`src/rtl/rtrb_ram.sv`:
```
// Generic single-port-write, single-port-read RAM with registered read.
// No dependencies.
module rtrb_ram #(
  parameter int WIDTH = 8,
  parameter int DEPTH = 16
) (
  input  logic                     clk,
  input  logic                     we,
  input  logic [$clog2(DEPTH)-1:0] waddr,
  input  logic [WIDTH-1:0]         wdata,
  input  logic                     re,
  input  logic [$clog2(DEPTH)-1:0] raddr,
  output logic [WIDTH-1:0]         rdata
);

  logic [WIDTH-1:0] mem [DEPTH];

  // Write port
  always_ff @(posedge clk) begin
    if (we) begin
      mem[waddr] <= wdata;
    end
  end

  // Registered read port
  always_ff @(posedge clk) begin
    if (re) begin
      rdata <= mem[raddr];
    end
  end

endmodule

```
`config.mk`:
```
export PLATFORM = sky130hd
export DESIGN_NAME = rtrb_ram
export DESIGN_NICKNAME = d
export VERILOG_FILES = /design/src/rtl/rtrb_ram.sv
export SDC_FILE = /design/constraint.sdc
export NUM_CORES = 1
export LEC_CHECK = 0
export ABC_AREA = 1
export BUFFER_PORTS_ARGS = -buffer_cell sky130_fd_sc_hd__buf_2
export CAP_MARGIN = 20
export CORE_MARGIN = 3
export CORE_UTILIZATION = 42
export DETAILED_ROUTE_END_ITERATION = 8
export GPL_TIMING_DRIVEN = 0
export PLACE_DENSITY = 0.61
export SETUP_SLACK_MARGIN = 0.5
export SKIP_CTS_REPAIR_TIMING = 1
export SYNTH_ARGS = -nofsm -noshare
export SYNTH_HDL_FRONTEND = slang
export SYNTH_SLANG_ARGS = --single-unit
```
`constraint.sdc`:
```
create_clock -name clk -period 3.25 [get_ports clk]
set_input_delay 0.4875 -clock clk [delete_from_list [all_inputs] [get_ports clk]]
set_output_delay 0.4875 -clock clk [all_outputs]
set_load 0.02 [all_outputs]
```
======== Word-level counts from Yosys, hierarchy flattened ========
Memory sizes are Yosys's and may differ from the RTL's. A register that Yosys moved wholly into a read port is not among the register bits.
Cells that the tools add are included.
word-level totals
  logic and storage cells ................. 3
  memories kept ........................... 1
  bits in writable memories ............... 128
  register bits ........................... 0
memory list
  name  words  bits a word  read ports  clocked after Yosys merged registers in  wr ports  line  source
  mem   16     8            1           1                                        1         16    logic [WIDTH-1:0] mem [DEPTH];
cells by class
  multiplexer cells ....................... 2
operators with widths
  cell              count
  1-bit 2-to-1 mux  2

======== Longest topological paths before layout ========
  word-level depth ........................ 2
  gate-level depth with buffers ........... 8
  gate-level depth less buffers ........... 7

======== Least setup slack after synthesis ========
Ideal clock, no wire load.
  kind .................................... in2reg
  from .................................... input port waddr[2]
  to ...................................... memory mem[10][0] (enable)
  data arrival time ....................... 1.068 ns
  buffers on the path ..................... 0
  setup slack ............................. 1.812 ns
  stages .................................. 2
  setup time .............................. 0.370 ns
  cell sequence ........................... nand3b_1 > nor2_1
RTL lines
  element          line  source
  start, declared  9     input logic [$clog2(DEPTH)-1:0] waddr,
  end, declared    16
Straight into the memory's write port.

======== Worst setup path after layout ========
  from .................................... input port waddr[3]
  to ...................................... memory mem[7][0] (enable)
Straight into the memory's write port.

==> impl_metrics.env <==
export IMPL_cts_tree="yes"
export IMPL_r2r_worst_path_cells=6
export IMPL_grt_pass1_wl_um=21100
export IMPL_ir_worst_vdd_uv=426
export IMPL_tightest_slew_ns=0.968
export IMPL_cts_made_buffers=17
export IMPL_max_freq_mhz=609
export IMPL_routed_wl_um=14000
export IMPL_clk_pin_slew_worst_paths_ns=0.06
export IMPL_row_count=42
export IMPL_syn_avg_cell_area_um2=10.6
export IMPL_antenna_cells=0
export IMPL_grtUsageTotal=0.195
export IMPL_drive_gt1_frac=0.127
export IMPL_cap_violations=0
export IMPL_clk_path_buf_depth=2
export IMPL_clock_latency_ns=0.41
export IMPL_cts_max_level=4
export IMPL_yosys_warnings=0
export IMPL_fin_util=0.508
export IMPL_routed_wl_met2_um=6540
export IMPL_synth_cell_types=11
export IMPL_crit_start="waddr[3]"
export IMPL_path_max_fanout=8
export IMPL_n_fill_cell=1211
export IMPL_first_iter_violations=374
export IMPL_synth_area_um2=5850
export IMPL_cts_root_buf="clkbuf_16"
export IMPL_p_leak_nw=2.94
export IMPL_hold_path_end="rdata[5]"
export IMPL_grt_ovfl_total=0
export IMPL_die_w_um=124
export IMPL_syn2layout_area_growth_pct=16.9
export IMPL_via_per_inst=4.98
export IMPL_hold_path_cell_count=1
export IMPL_r2r_setup_slack_ns=2.02
export IMPL_post_route_period_util=0.505
export IMPL_die_area_um2=15400
export IMPL_num_io_pins=27
export IMPL_wl_met1_um=6050
export IMPL_crit_chain="buf_2, nand3b_1, nor2_1"
export IMPL_path_class="in -> reg"
export IMPL_grt_max_degree=17
export IMPL_r2r_start="mem[1][1]"
export IMPL_finalCriticalPeriod_ns=1.64
export IMPL_synth_cells=551
export IMPL_drc=0
export IMPL_outcome="completed"
export IMPL_r2r_end="rdata[1]"
export IMPL_final_net_count=612
export IMPL_rsz0062_at_grt="false"
export IMPL_tns_ns=0
export IMPL_setup_ws_ns=1.61
export IMPL_power_density_nw_per_um2=641
export IMPL_start_util=0.435
export IMPL_core_region_area_um2=13500
export IMPL_finClkSkew_ns=0.00700
export IMPL_wl_per_cell_um=17.9
export IMPL_wl_met3_um=1090
export IMPL_drt_pre_antenna_iters=5
export IMPL_grt_pass1_vias=3638
export IMPL_io_buffers=23
export IMPL_cts_sinks=136
export IMPL_setup_viol_count_final=0
export IMPL_hold_viol=0
export IMPL_dp_cells=750
export IMPL_place_gp_congestion=0.846
export IMPL_seq_area_frac_synth=0.698
export IMPL_cp_data_required_time_ns=3.28
export IMPL_slew_headroom=0.352
export IMPL_worstSetupStartpointType="input port"
export IMPL_cpMaxStageDelayCell="nor2_1"
export IMPL_routed_top_layer="met4"
export IMPL_synth_fp_nets=570
export IMPL_antenna_found_initial=0
export IMPL_place_ws_ns=1.14
export IMPL_ys_ff_latch=136
export IMPL_holdCritStartpoint="re"
export IMPL_end_kind="register"
export IMPL_final_antenna_net_count=0
export IMPL_fin_cells=781
export IMPL_die_y_um=124
export IMPL_vias=3892
export IMPL_crit_arrival_ns=1.68
export IMPL_hpwl_um=9090
export IMPL_hold_path_class="in -> reg"
export IMPL_p_total_mw=4.38
export IMPL_cpPeakStageDelay_ns=0.79
export IMPL_finalMaxSlewViolations=0
==> cell type report <==
| type | instances | area [µm²] | share of cell area |
|---|---|---|---|
| inverters | 102 | 383 | 0.0560 |
| plain buffers | 24 | 166 | 0.0243 |
| flip-flops and latches | 136 | 4080 | 0.597 |
| repair buffers | 23 | 115 | 0.0168 |
| clock buffers | 17 | 425 | 0.0622 |
| multi-input cells | 289 | 1210 | 0.177 |
| well taps | 176 | 220 | 0.0322 |
| clock inverters | 14 | 230 | 0.0337 |
==> registers in the layout (all words and copies together) (netlist names) <==
| signal | flops |
|---|---|
| mem | 128 |
| rdata | 8 |
==> synthesized netlist by cell type <==
cell	instances	area share
buf_2	13	0.011
nor2_1	17	0.011
nand3b_1	2	0.0026
buf_1	1	0.00064
inv_2	2	0.0013
buf_4	4	0.0051
nand2_1	173	0.11
inv_1	100	0.064
buf_6	6	0.012
nand3_1	97	0.083
edfxtp_1	136	0.70
==> placed cells by master (no fill, tap or decap) <==
cell and instances:
nand2_1 173, edfxtp_1 136, inv_1 100, nand3_1 97
buf_2 36, nor2_1 17, clkbuf_16 17, buf_6 6
bufinv_16 6, buf_4 4, inv_2 2, nand3b_1 2
clkinv_2 2, clkinv_1 2, clkinv_4 2, clkinvlp_4 2
buf_1 1
==> power breakdown <==
part	leakage, nW	total (mW)	internal [mW]	switching, mW
logic	1.39	0.263	0.0738	0.189
clock network	0.314	2.14	1.43	0.708
registers	1.24	1.99	1.98	0.00865
==> logic make-up (layout without fill, tap and decap cells) <==
logic type	after synthesis	after routing	share of synthesized area
simple gates	289	289	0.208
buf+inv	126	180	0.0939
flops	136	136	0.698
==> worst max-delay path: cells and delay by family <==
family / cells / cell delay, ns
buf+inv: 1 / 0.11
simple gates: 2 / 1.06
==> routing by layer <==
layer,GRT usage,vias up
met3,0.0404,17
met2,0.307,179
met5,0,-
met4,0.0753,0
met1,0.268,1829
li1,-,1867
==> worst max-delay path by stage <==
stage | to | slack (ns)
2_1_floorplan | mem[10][0] | 1.81
3_3_place_gp | mem[7][2] | 1.23
3_5_place_dp | mem[7][3] | 1.14
4_1_cts | mem[7][0] | 1.62
5_1_grt | mem[7][0] | 1.54
6_report | mem[7][0] | 1.61
==> through the flow <==
step | hold slack (ns) | area [µm²]
finish | 0.402 | 6840
floorplan | 0.586 | 5850
global placement | 0.753 | 6180
global route | 0.403 | 6840
detailed placement | 0.762 | 6180
CTS | 0.396 | 6840
No activity file was read; power rests on OpenSTA's default activity.
