[config.mk]
export PLATFORM = sky130hd
export DESIGN_NAME = rtrb_stats
export DESIGN_NICKNAME = d
export VERILOG_FILES = /design/src/rtl/rtrb_pkg.sv /design/src/rtl/rtrb_stats.sv
export SDC_FILE = /design/constraint.sdc
export NUM_CORES = 1
export LEC_CHECK = 0
export ABC_AREA = 1
export ABC_CLOCK_PERIOD_IN_PS = 2560
export BUFFER_PORTS_ARGS = -buffer_cell sky130_fd_sc_hd__buf_2
export CORE_ASPECT_RATIO = 0.75
export CORE_MARGIN = 8
export CORE_UTILIZATION = 32
export DETAILED_ROUTE_END_ITERATION = 10
export PLACE_DENSITY_LB_ADDON = 0.1
export SKIP_LAST_GASP = 1
export SLEW_MARGIN = 20
export SYNTH_ARGS = -nofsm -noshare
export SYNTH_HDL_FRONTEND = slang
export SYNTH_SLANG_ARGS = --single-unit
[constraint.sdc]
create_clock -name clk -period 2.56 [get_ports clk]
set_input_delay 0 -clock clk [delete_from_list [all_inputs] [get_ports clk]]
set_output_delay 0 -clock clk [all_outputs]
set_load 0.005 [all_outputs]
[src/rtl/rtrb_pkg.sv]
// Package for the timestamped receive ring buffer.
// Holds item field widths, operation codes and the stats struct.
// No dependencies.
package rtrb_pkg;

  localparam int OP_W    = 2;
  localparam int FLAGS_W = 4;
  localparam int BYTE_W  = 8;
  localparam int TIME_W  = 64;
  localparam int CNT_W   = 32;
  localparam int EPOCH_W = 32;

  // Entry word in ring memory: {stamp, epoch, value}
  localparam int ENTRY_W = TIME_W + EPOCH_W + BYTE_W;

  // Operation codes
  localparam logic [OP_W-1:0] OP_STATUS = 2'd0;
  localparam logic [OP_W-1:0] OP_BYTE   = 2'd1;
  localparam logic [OP_W-1:0] OP_POP    = 2'd2;

  // Error flag bit positions
  localparam int FLAG_OVERFLOW = 0;
  localparam int FLAG_FRAMING  = 1;
  localparam int FLAG_PARITY   = 2;
  localparam int FLAG_BREAK    = 3;

  // Events handed from the ring control to the stats block
  typedef struct packed {
    logic               status_stb;
    logic               byte_stb;
    logic               drop;
    logic [FLAGS_W-1:0] flags;
    logic [BYTE_W-1:0]  batch_len;
  } stats_ev_t;

  // Running counters and epoch
  typedef struct packed {
    logic [CNT_W-1:0]   byte_total;
    logic [CNT_W-1:0]   drop_total;
    logic [CNT_W-1:0]   overflow_total;
    logic [CNT_W-1:0]   framing_total;
    logic [CNT_W-1:0]   parity_total;
    logic [CNT_W-1:0]   break_total;
    logic [EPOCH_W-1:0] epoch;
    logic [BYTE_W-1:0]  batch_peak;
  } stats_t;

endpackage

[src/rtl/rtrb_stats.sv]
// Event counters, error epoch and peak batch length.
// Depends on rtrb_pkg.
module rtrb_stats import rtrb_pkg::*; (
  input  logic      clk,
  input  logic      rst,
  input  stats_ev_t ev,
  output stats_t    stats
);

  stats_t stats_next;

  // Counter update for one accepted beat
  always_comb begin
    stats_next = stats;
    if (ev.byte_stb) begin
      stats_next.byte_total = stats.byte_total + 1'b1;
      if (ev.drop) begin
        stats_next.drop_total = stats.drop_total + 1'b1;
        stats_next.epoch      = stats.epoch + 1'b1;
      end
    end
    if (ev.status_stb) begin
      if (ev.flags != '0) begin
        if (ev.flags[FLAG_OVERFLOW]) stats_next.overflow_total = stats.overflow_total + 1'b1;
        if (ev.flags[FLAG_FRAMING])  stats_next.framing_total  = stats.framing_total + 1'b1;
        if (ev.flags[FLAG_PARITY])   stats_next.parity_total   = stats.parity_total + 1'b1;
        if (ev.flags[FLAG_BREAK])    stats_next.break_total    = stats.break_total + 1'b1;
        stats_next.epoch = stats.epoch + 1'b1;
      end else if (ev.batch_len > stats.batch_peak) begin
        stats_next.batch_peak = ev.batch_len;
      end
    end
  end

  always_ff @(posedge clk) begin
    if (rst) begin
      stats <= '0;
    end else begin
      stats <= stats_next;
    end
  end

endmodule

Word-level counts from Yosys, hierarchy flattened
Index checks and enable logic that the tools add are counted.
- flip-flop bits (word level): 232
- output and inout bits: 232
- logic and storage cells: 30
- add/subtract/negate cells: 7
- order comparisons: 1
- multiplexer cells: 6
- bitwise gates (word level): 1
- reductions and logical operators: 7
- operator list (cell ; count):
    $add 32x1->32 const B ; 7
    $mux 32 ; 3
    $mux 40 ; 1
    $mux 8 ; 2
    $reduce_and 3->1 ; 5
    $gt 8x8->1 ; 1
    $reduce_bool 4->1 ; 1
    $reduce_and 2->1 ; 1
    $not 1->1 ; 1

Longest topological paths before layout
Gate-level depths: netlist of run 1.
- depth in word-level cells: 5
- gate-level depth with buffers: 11
- gate-level depth less buffers: 11

Worst setup path before layout of run 1
No wires, ideal clock.
- path type: flip-flop to flip-flop
- from: register stats[3] in the netlist's numbering
- to: register stats[0] in the netlist's numbering
- setup time: 115 ps
- data arrival time: 1537 ps
- required time: 2445 ps
- path slack: 908 ps
- stages on the path, launching flop included: 11
- path buffers: 1
- clock period less this slack: 1652 ps
- cell sequence: dfxtp_1 > inv_1 > ha_1 > nand2_1 > o21ai_0 > nand2_1 > nand2_1 > clkbuf_1 > nand3_1 > nand2_1 > nor2_1
- cells in the longest elaborated chain, start to end: 2
- ends and longest elaborated chain (item ; line ; text):
    start, declared ; rtrb_stats.sv:7 ; output stats_t stats
    start signal, assigned ; rtrb_stats.sv:39 ; stats <= stats_next;
    $gt 8x8->1 ; rtrb_stats.sv:29 ; end else if (ev.batch_len > stats.batch_peak) begin
    $reduce_and 3->1 (no source line) ; -- ;
No other way between the ends.
A chain may end at the register's enable or synchronous reset.

Final worst setup path of run 1
- from: register stats[8] in the netlist's numbering
- to: register stats[30] in the netlist's numbering
- cells in the longest elaborated chain, start to end: 5
- ends and longest elaborated chain (item ; line ; text):
    $add 32x1->32 (*) ; rtrb_stats.sv:19, rtrb_stats.sv:28 ;
    $mux 32 ; rtrb_stats.sv:17 ; if (ev.drop) begin
    $mux 32 ; rtrb_stats.sv:15 ; if (ev.byte_stb) begin
    $mux 32 ; rtrb_stats.sv:23 ; if (ev.flags != '0) begin
    $mux 40 (*) ; rtrb_stats.sv:22 ; if (ev.status_stb) begin
Mark *: on every way between the ends. The rest lies on a longest branch, timed or not.

==> results.cfg, run 1 <==
[yosys]
synth_ff_type = dfxtp_1
synth_edf_count = 0
synth_area_um2 = 12220
synth_top_area_share = 0.3800
synthArstFlopShare = 0
synthCells = 1889
ys_ff_latch = 232
synth.top_cells.by_area = dfxtp_1 (38%), nand2_1 (12%), nor2_1 (11%), inv_1 (7.8%), nand3_1 (5.4%)
synth.avg_cell_area_um2 = 6.471
ys_types = 37
synth_area_leader_cell = dfxtp_1
ys_warn_count = 0
syn-num-nets = 1921
yosys.cell_count.top_type = nand2_1
yosysSeqAreaShare = 0.3800
synthTopCellsByCount = nand2_1 (403), nor2_1 (354), inv_1 (254), dfxtp_1 (232), nand3_1 (131)

[place]
place_congestion = 0.8363
port_buffers = 248
place_hpwl_um = 30610

[route]
vias_per_cell = 4.743
drtAntennaViolNets = 0
highest_layer = met4
vias = 12780
met2_length_um = 17190
drt-met1-wl_um = 20380
wl_per_cell_um = 14.89
wirelength_um = 40120
drtIter0Drc = 712
dr_wl_met3_um = 1876
firstDrtPassIters = 5
drcViolationCount = 0

[grt]
first_global_vias = 11610
antenna_found_initial = 0
grt_start_max_net_pins = 68
grtUsageTotal = 0.1707
grt_pass1_wl_um = 63900
gr-total-overflow = 0

[critical_path]
worstPathRequired_ps = 2970
setup.worst_path.start_class = register
crit_arrival_ps = 2220
reg2reg_depth = 10
timing.rr.start = stats[8]
r2r-end = stats[30]
crit_start = stats[8]
crit_end = stats[30]
worstPathMaxFanout = 6
crit_path_end_kind = register
criticalPathCategory = register to register
r2r_setup_slack_ps = 750

[power_and_ir_drop]
ir_worst_vdd_v = 0.0004586
power_density_nw_per_um2 = 558.3
total_power_mw = 8.526
power_leakage_nw = 6.553

[outcome]
status = complete, no violations

[cts]
clkTransAtPathRegs_ps = 60
numClockSinks = 232
htreeDepth = 1
cts.path.max_buffers = 3
cts_tree = built
clock_latency_ps = 550
cts_buffers = 28
clock-root-buffer = clkbuf_16

[timing]
fin_setup_tns_ps = 0
worst_pin_slew_ps = 742.9
relSlewSlack = 0.5047
period_share = 0.7065
drv_slew = 0
layout_min_cycle_time_ps = 1809
finalClockSkew_ps = 15.72
rsz0062_at_grt = no
finalHoldViolCount = 0
fmax_mhz = 552.9
setup_violations = 0

[floorplanning]
die_area_um2 = 44770
fp-row-count = 62
die_y_um = 185.3
initial_core_util = 0.3222
dieWidth_um = 241.7
io_pins = 249
core_area_um2 = 37930

[cells_and_area]
largest_reg_flops = 232
area_delta_synth_final_pct = 24.95
largest-register = stats
antenna_cells = 0
drive_gt1_frac = 0.1649
top_regs = stats (232)
final_net_count = 2193

[worst_hold_path]
hold_start = ev[9]
hold_class = input port to register

[flow_run]
drv_cap = 0
## area by class of cell
class	instances	area, µm²
inverter	259	974.7
fill	4149	22660
tap	512	640.6
multi-input combinational	1366	6455
sequential	232	4644
clock inverter	15	227.7
timing repair buffer	274	1504
clock buffer	37	825.8
## critical path: stages (launching register included)
cell,delay [ps]
dfxtp_1,400
ha_1,270
inv_1,60
nor2_1,270
nand3_1,150
nor2_1,160
nand2_1,70
nor2_1,120
nand3_1,80
nand2_1,60
nor2_1,40
## layer usage
layer,GRT usage,vias to the layer above
li1,-,6645
met1,0.2454,5848
met2,0.2692,253
met3,0.02795,37
met4,0.03034,0
met5,0,-
## layout by cell type, fill, tap and decap left out, types with 6 or more instances in the layout
master	synthesis	layout
nor2_1	354	354
o21ai_0	98	98
a31oi_1	7	7
nand3b_1	13	13
nand2_1	403	403
nor3_1	64	64
inv_1	254	254
nor3b_1	8	8
nand4_1	50	50
clkbuf_16	0	29
bufinv_16	0	6
o21a_1	14	14
ha_1	15	15
xor2_1	13	13
dfxtp_1	232	232
nor2_2	17	17
nand3_1	131	131
nor2_4	11	11
a21oi_1	123	123
clkinv_2	0	8
buf_4	2	9
dlygate4sd3_1	0	16
buf_2	7	247
clkbuf_8	0	7
o21bai_1	6	6
## cells by family after synthesis
family                   share of synthesized area
adder cells (fa/ha/maj)                    0.01535
XOR/XNOR                                   0.01290
AO/OA/AOI/OAI                               0.1103
buffers and inverters                      0.09192
AND/OR/NAND/NOR                             0.3895
flip-flops                                  0.3800
## power by group
| group | internal (mW) | switching, mW |
|---|---|---|
| clock | 2.86 | 1.65 |
| sequential | 3.64 | 0.0322 |
| combinational | 0.121 | 0.221 |
## worst min-delay path by stage
stage	endpoint	slack, ps	cells past startpoint
floorplan	stats[200]	90	1
detailed placement	stats[200]	320	2
global placement	stats[200]	320	2
finish	stats[32]	40	6
CTS	stats[32]	7	6
global route	stats[104]	50	4
## repair_timing
| action | 4_1_cts | 5_1_grt |
|---|---|---|
| gates resized for setup | 0 | 0 |
| hold buffers | 16 | 0 |
| buffers inserted | 0 | 0 |
| hold endpoints to repair | 49 | 0 |
## stage by stage
step / area [µm²] / utilization / cells / setup WS [ps] / hold slack, ps
floorplan: 12220 / - / 1889 / 908.4 / 89.96
global route: 15270 / 0.4026 / 2695 / 548.3 / 48.73
global placement: 14060 / 0.3706 / 2627 / 821.3 / 318.0
detailed placement: 14060 / 0.3706 / 2627 / 752.2 / 318.1
CTS: 15270 / 0.4026 / 2695 / 747.3 / 7.151
finish: 15270 / 0.4026 / 2695 / 751.3 / 35.92
No activity file was read; power rests on OpenSTA's default activity.
==> run 2: changes to the inputs <==
--- a/config.mk
+++ b/config.mk
@@ -6,7 +6,7 @@
 export NUM_CORES = 1
 export LEC_CHECK = 0
 export ABC_AREA = 1
-export ABC_CLOCK_PERIOD_IN_PS = 2560
+export ABC_CLOCK_PERIOD_IN_PS = 1600
 export BUFFER_PORTS_ARGS = -buffer_cell sky130_fd_sc_hd__buf_2
 export CORE_ASPECT_RATIO = 0.75
 export CORE_MARGIN = 8
==> constraint.sdc (replaced) <==
create_clock -name clk -period 1.6 [get_ports clk]
set_input_delay 0 -clock clk [delete_from_list [all_inputs] [get_ports clk]]
set_output_delay 0 -clock clk [all_outputs]
set_load 0.005 [all_outputs]
==> results.cfg, run 2 (synthesized netlist as in run 1, its figures left out) <==
[critical_path]
worstPathMaxFanout = 4
crit_arrival_ps = 2020
setup.worst_path.start_class = register
crit_path_end_kind = register
criticalPathCategory = register to register
worstPathRequired_ps = 2040

[route]
firstDrtPassIters = 7
wl_per_cell_um = 14.75
drtAntennaViolNets = 0
vias_per_cell = 4.698
wirelength_um = 42420
drtIter0Drc = 703
vias = 13510
drcViolationCount = 0

[cells_and_area]
postLayoutCoreUtil = 0.4557
drive_gt1_frac = 0.2906
layout_common_cells = nand2_1 (382), nor2_1 (305), inv_1 (252)
area_delta_synth_final_pct = 41.44
n_fill_cell = 3991
final_net_count = 2374
top_regs = stats (232)
final_cells = 2876
layout_commonest_cell = nand2_1
largest-register = stats
largest_reg_flops = 232
final_cell_area_um2 = 17290
antenna_cells = 0

[grt]
grtUsageTotal = 0.1773
first_global_vias = 12520
grt_start_max_net_pins = 72
grt_pass1_wl_um = 66430
antenna_found_initial = 0
gr-total-overflow = 0

[outcome]
status = complete, no violations

[floorplanning]
fp-row-count = 62
die_y_um = 185.3
initial_core_util = 0.3222
dieWidth_um = 241.7
core_area_um2 = 37930
io_pins = 249
die_area_um2 = 44770

[timing]
relSlewSlack = 0.6990
setup_violations = 0
period_share = 0.9845
finalHoldViolCount = 0
layout_min_cycle_time_ps = 1575
worst_pin_slew_ps = 451.5
fin_setup_tns_ps = 0
fmax_mhz = 634.8
rsz0062_at_grt = yes
layout_setup_ws_ps = 24.80
hold_ws_ps = 316.5
drv_slew = 0
finalClockSkew_ps = 13.33

[power_and_ir_drop]
total_power_mw = 13.71
power_density_nw_per_um2 = 792.9
power_leakage_nw = 7.594
ir_worst_vdd_v = 0.0006769

[place]
place_congestion = 0.8955
dpl-instance-area_um2 = 15360
port_buffers = 248
placedCellCount = 2793
detailedPlace.worstSlack_ps = -55.69
place_hpwl_um = 32340

[cts]
clkTransAtPathRegs_ps = 60
htreeDepth = 1
numClockSinks = 232
clock-root-buffer = clkbuf_16
clock_latency_ps = 550
cts_buffers = 28
cts_tree = built
cts.path.max_buffers = 3

[flow_run]
drv_cap = 0

[worst_hold_path]
hold_class = input port to register
-- run 2: cell types whose count changed in the layout (fill, tap and decap cells not counted), sizes merged --
cell         change
bufinv           -1
clkinvlp         +1
clkbuf           +1
buf            +179
dlygate4sd3      +2
clkinv           -1
-- run 2: layout make-up --
cell class                      count  area (µm²)  area share
Sequential cell                   232        4710      0.2724
Timing Repair Buffer              455        2929      0.1694
Clock inverter                     14       200.2     0.01158
Inverter                          259       974.7     0.05638
Multi-Input combinational cell   1366        6994      0.4046
Clock buffer                       38       839.6     0.04856
Tap cell                          512       640.6     0.03706
-- run 2: power breakdown --
part / internal (mW) / total, mW / switching, mW
combinational: 0.295 / 0.711 / 0.417
sequential: 5.82 / 5.86 / 0.0426
clock: 4.46 / 7.13 / 2.67
total: 10.6 / 13.7 / 3.13
-- run 2: final timing paths --
check / from / end / slack, ps / cells after the start
min reg2reg: stats[112] / stats[112] / 460 / 2
max reg2reg: stats[73] / stats[88] / 20 / 9
max: stats[73] / stats[88] / 20 / 9
min: ev[2] / stats[2] / 320 / 5
-- run 2: metal layers --
layer | wire length [µm] | global-route usage | share of wire
met1 | 20860 | 0.2434 | 0.49
met4 | 748 | 0.03564 | 0.018
met3 | 2135 | 0.03501 | 0.050
met2 | 18680 | 0.2877 | 0.44
met5 | 0 | 0 | 0
-- run 2: worst max-delay path, stage by stage (launching register included) --
cell and delay (ps):
dfxtp_4 360, ha_2 200, nand3_2 120, nor2_4 130
nand3_2 100, nor2_4 150, inv_1 70, buf_4 130
o21ai_0 150, a21oi_1 50
-- run 2: timing repair --
action / 4_1_cts / 5_1_grt
setup buffers: 0 / 13
hold endpoints to repair: 67 / 0
pin swaps: 0 / 47
hold buffers: 18 / 0
endpoints found under the setup margin: 7 / 123
gates resized for setup: 6 / 191
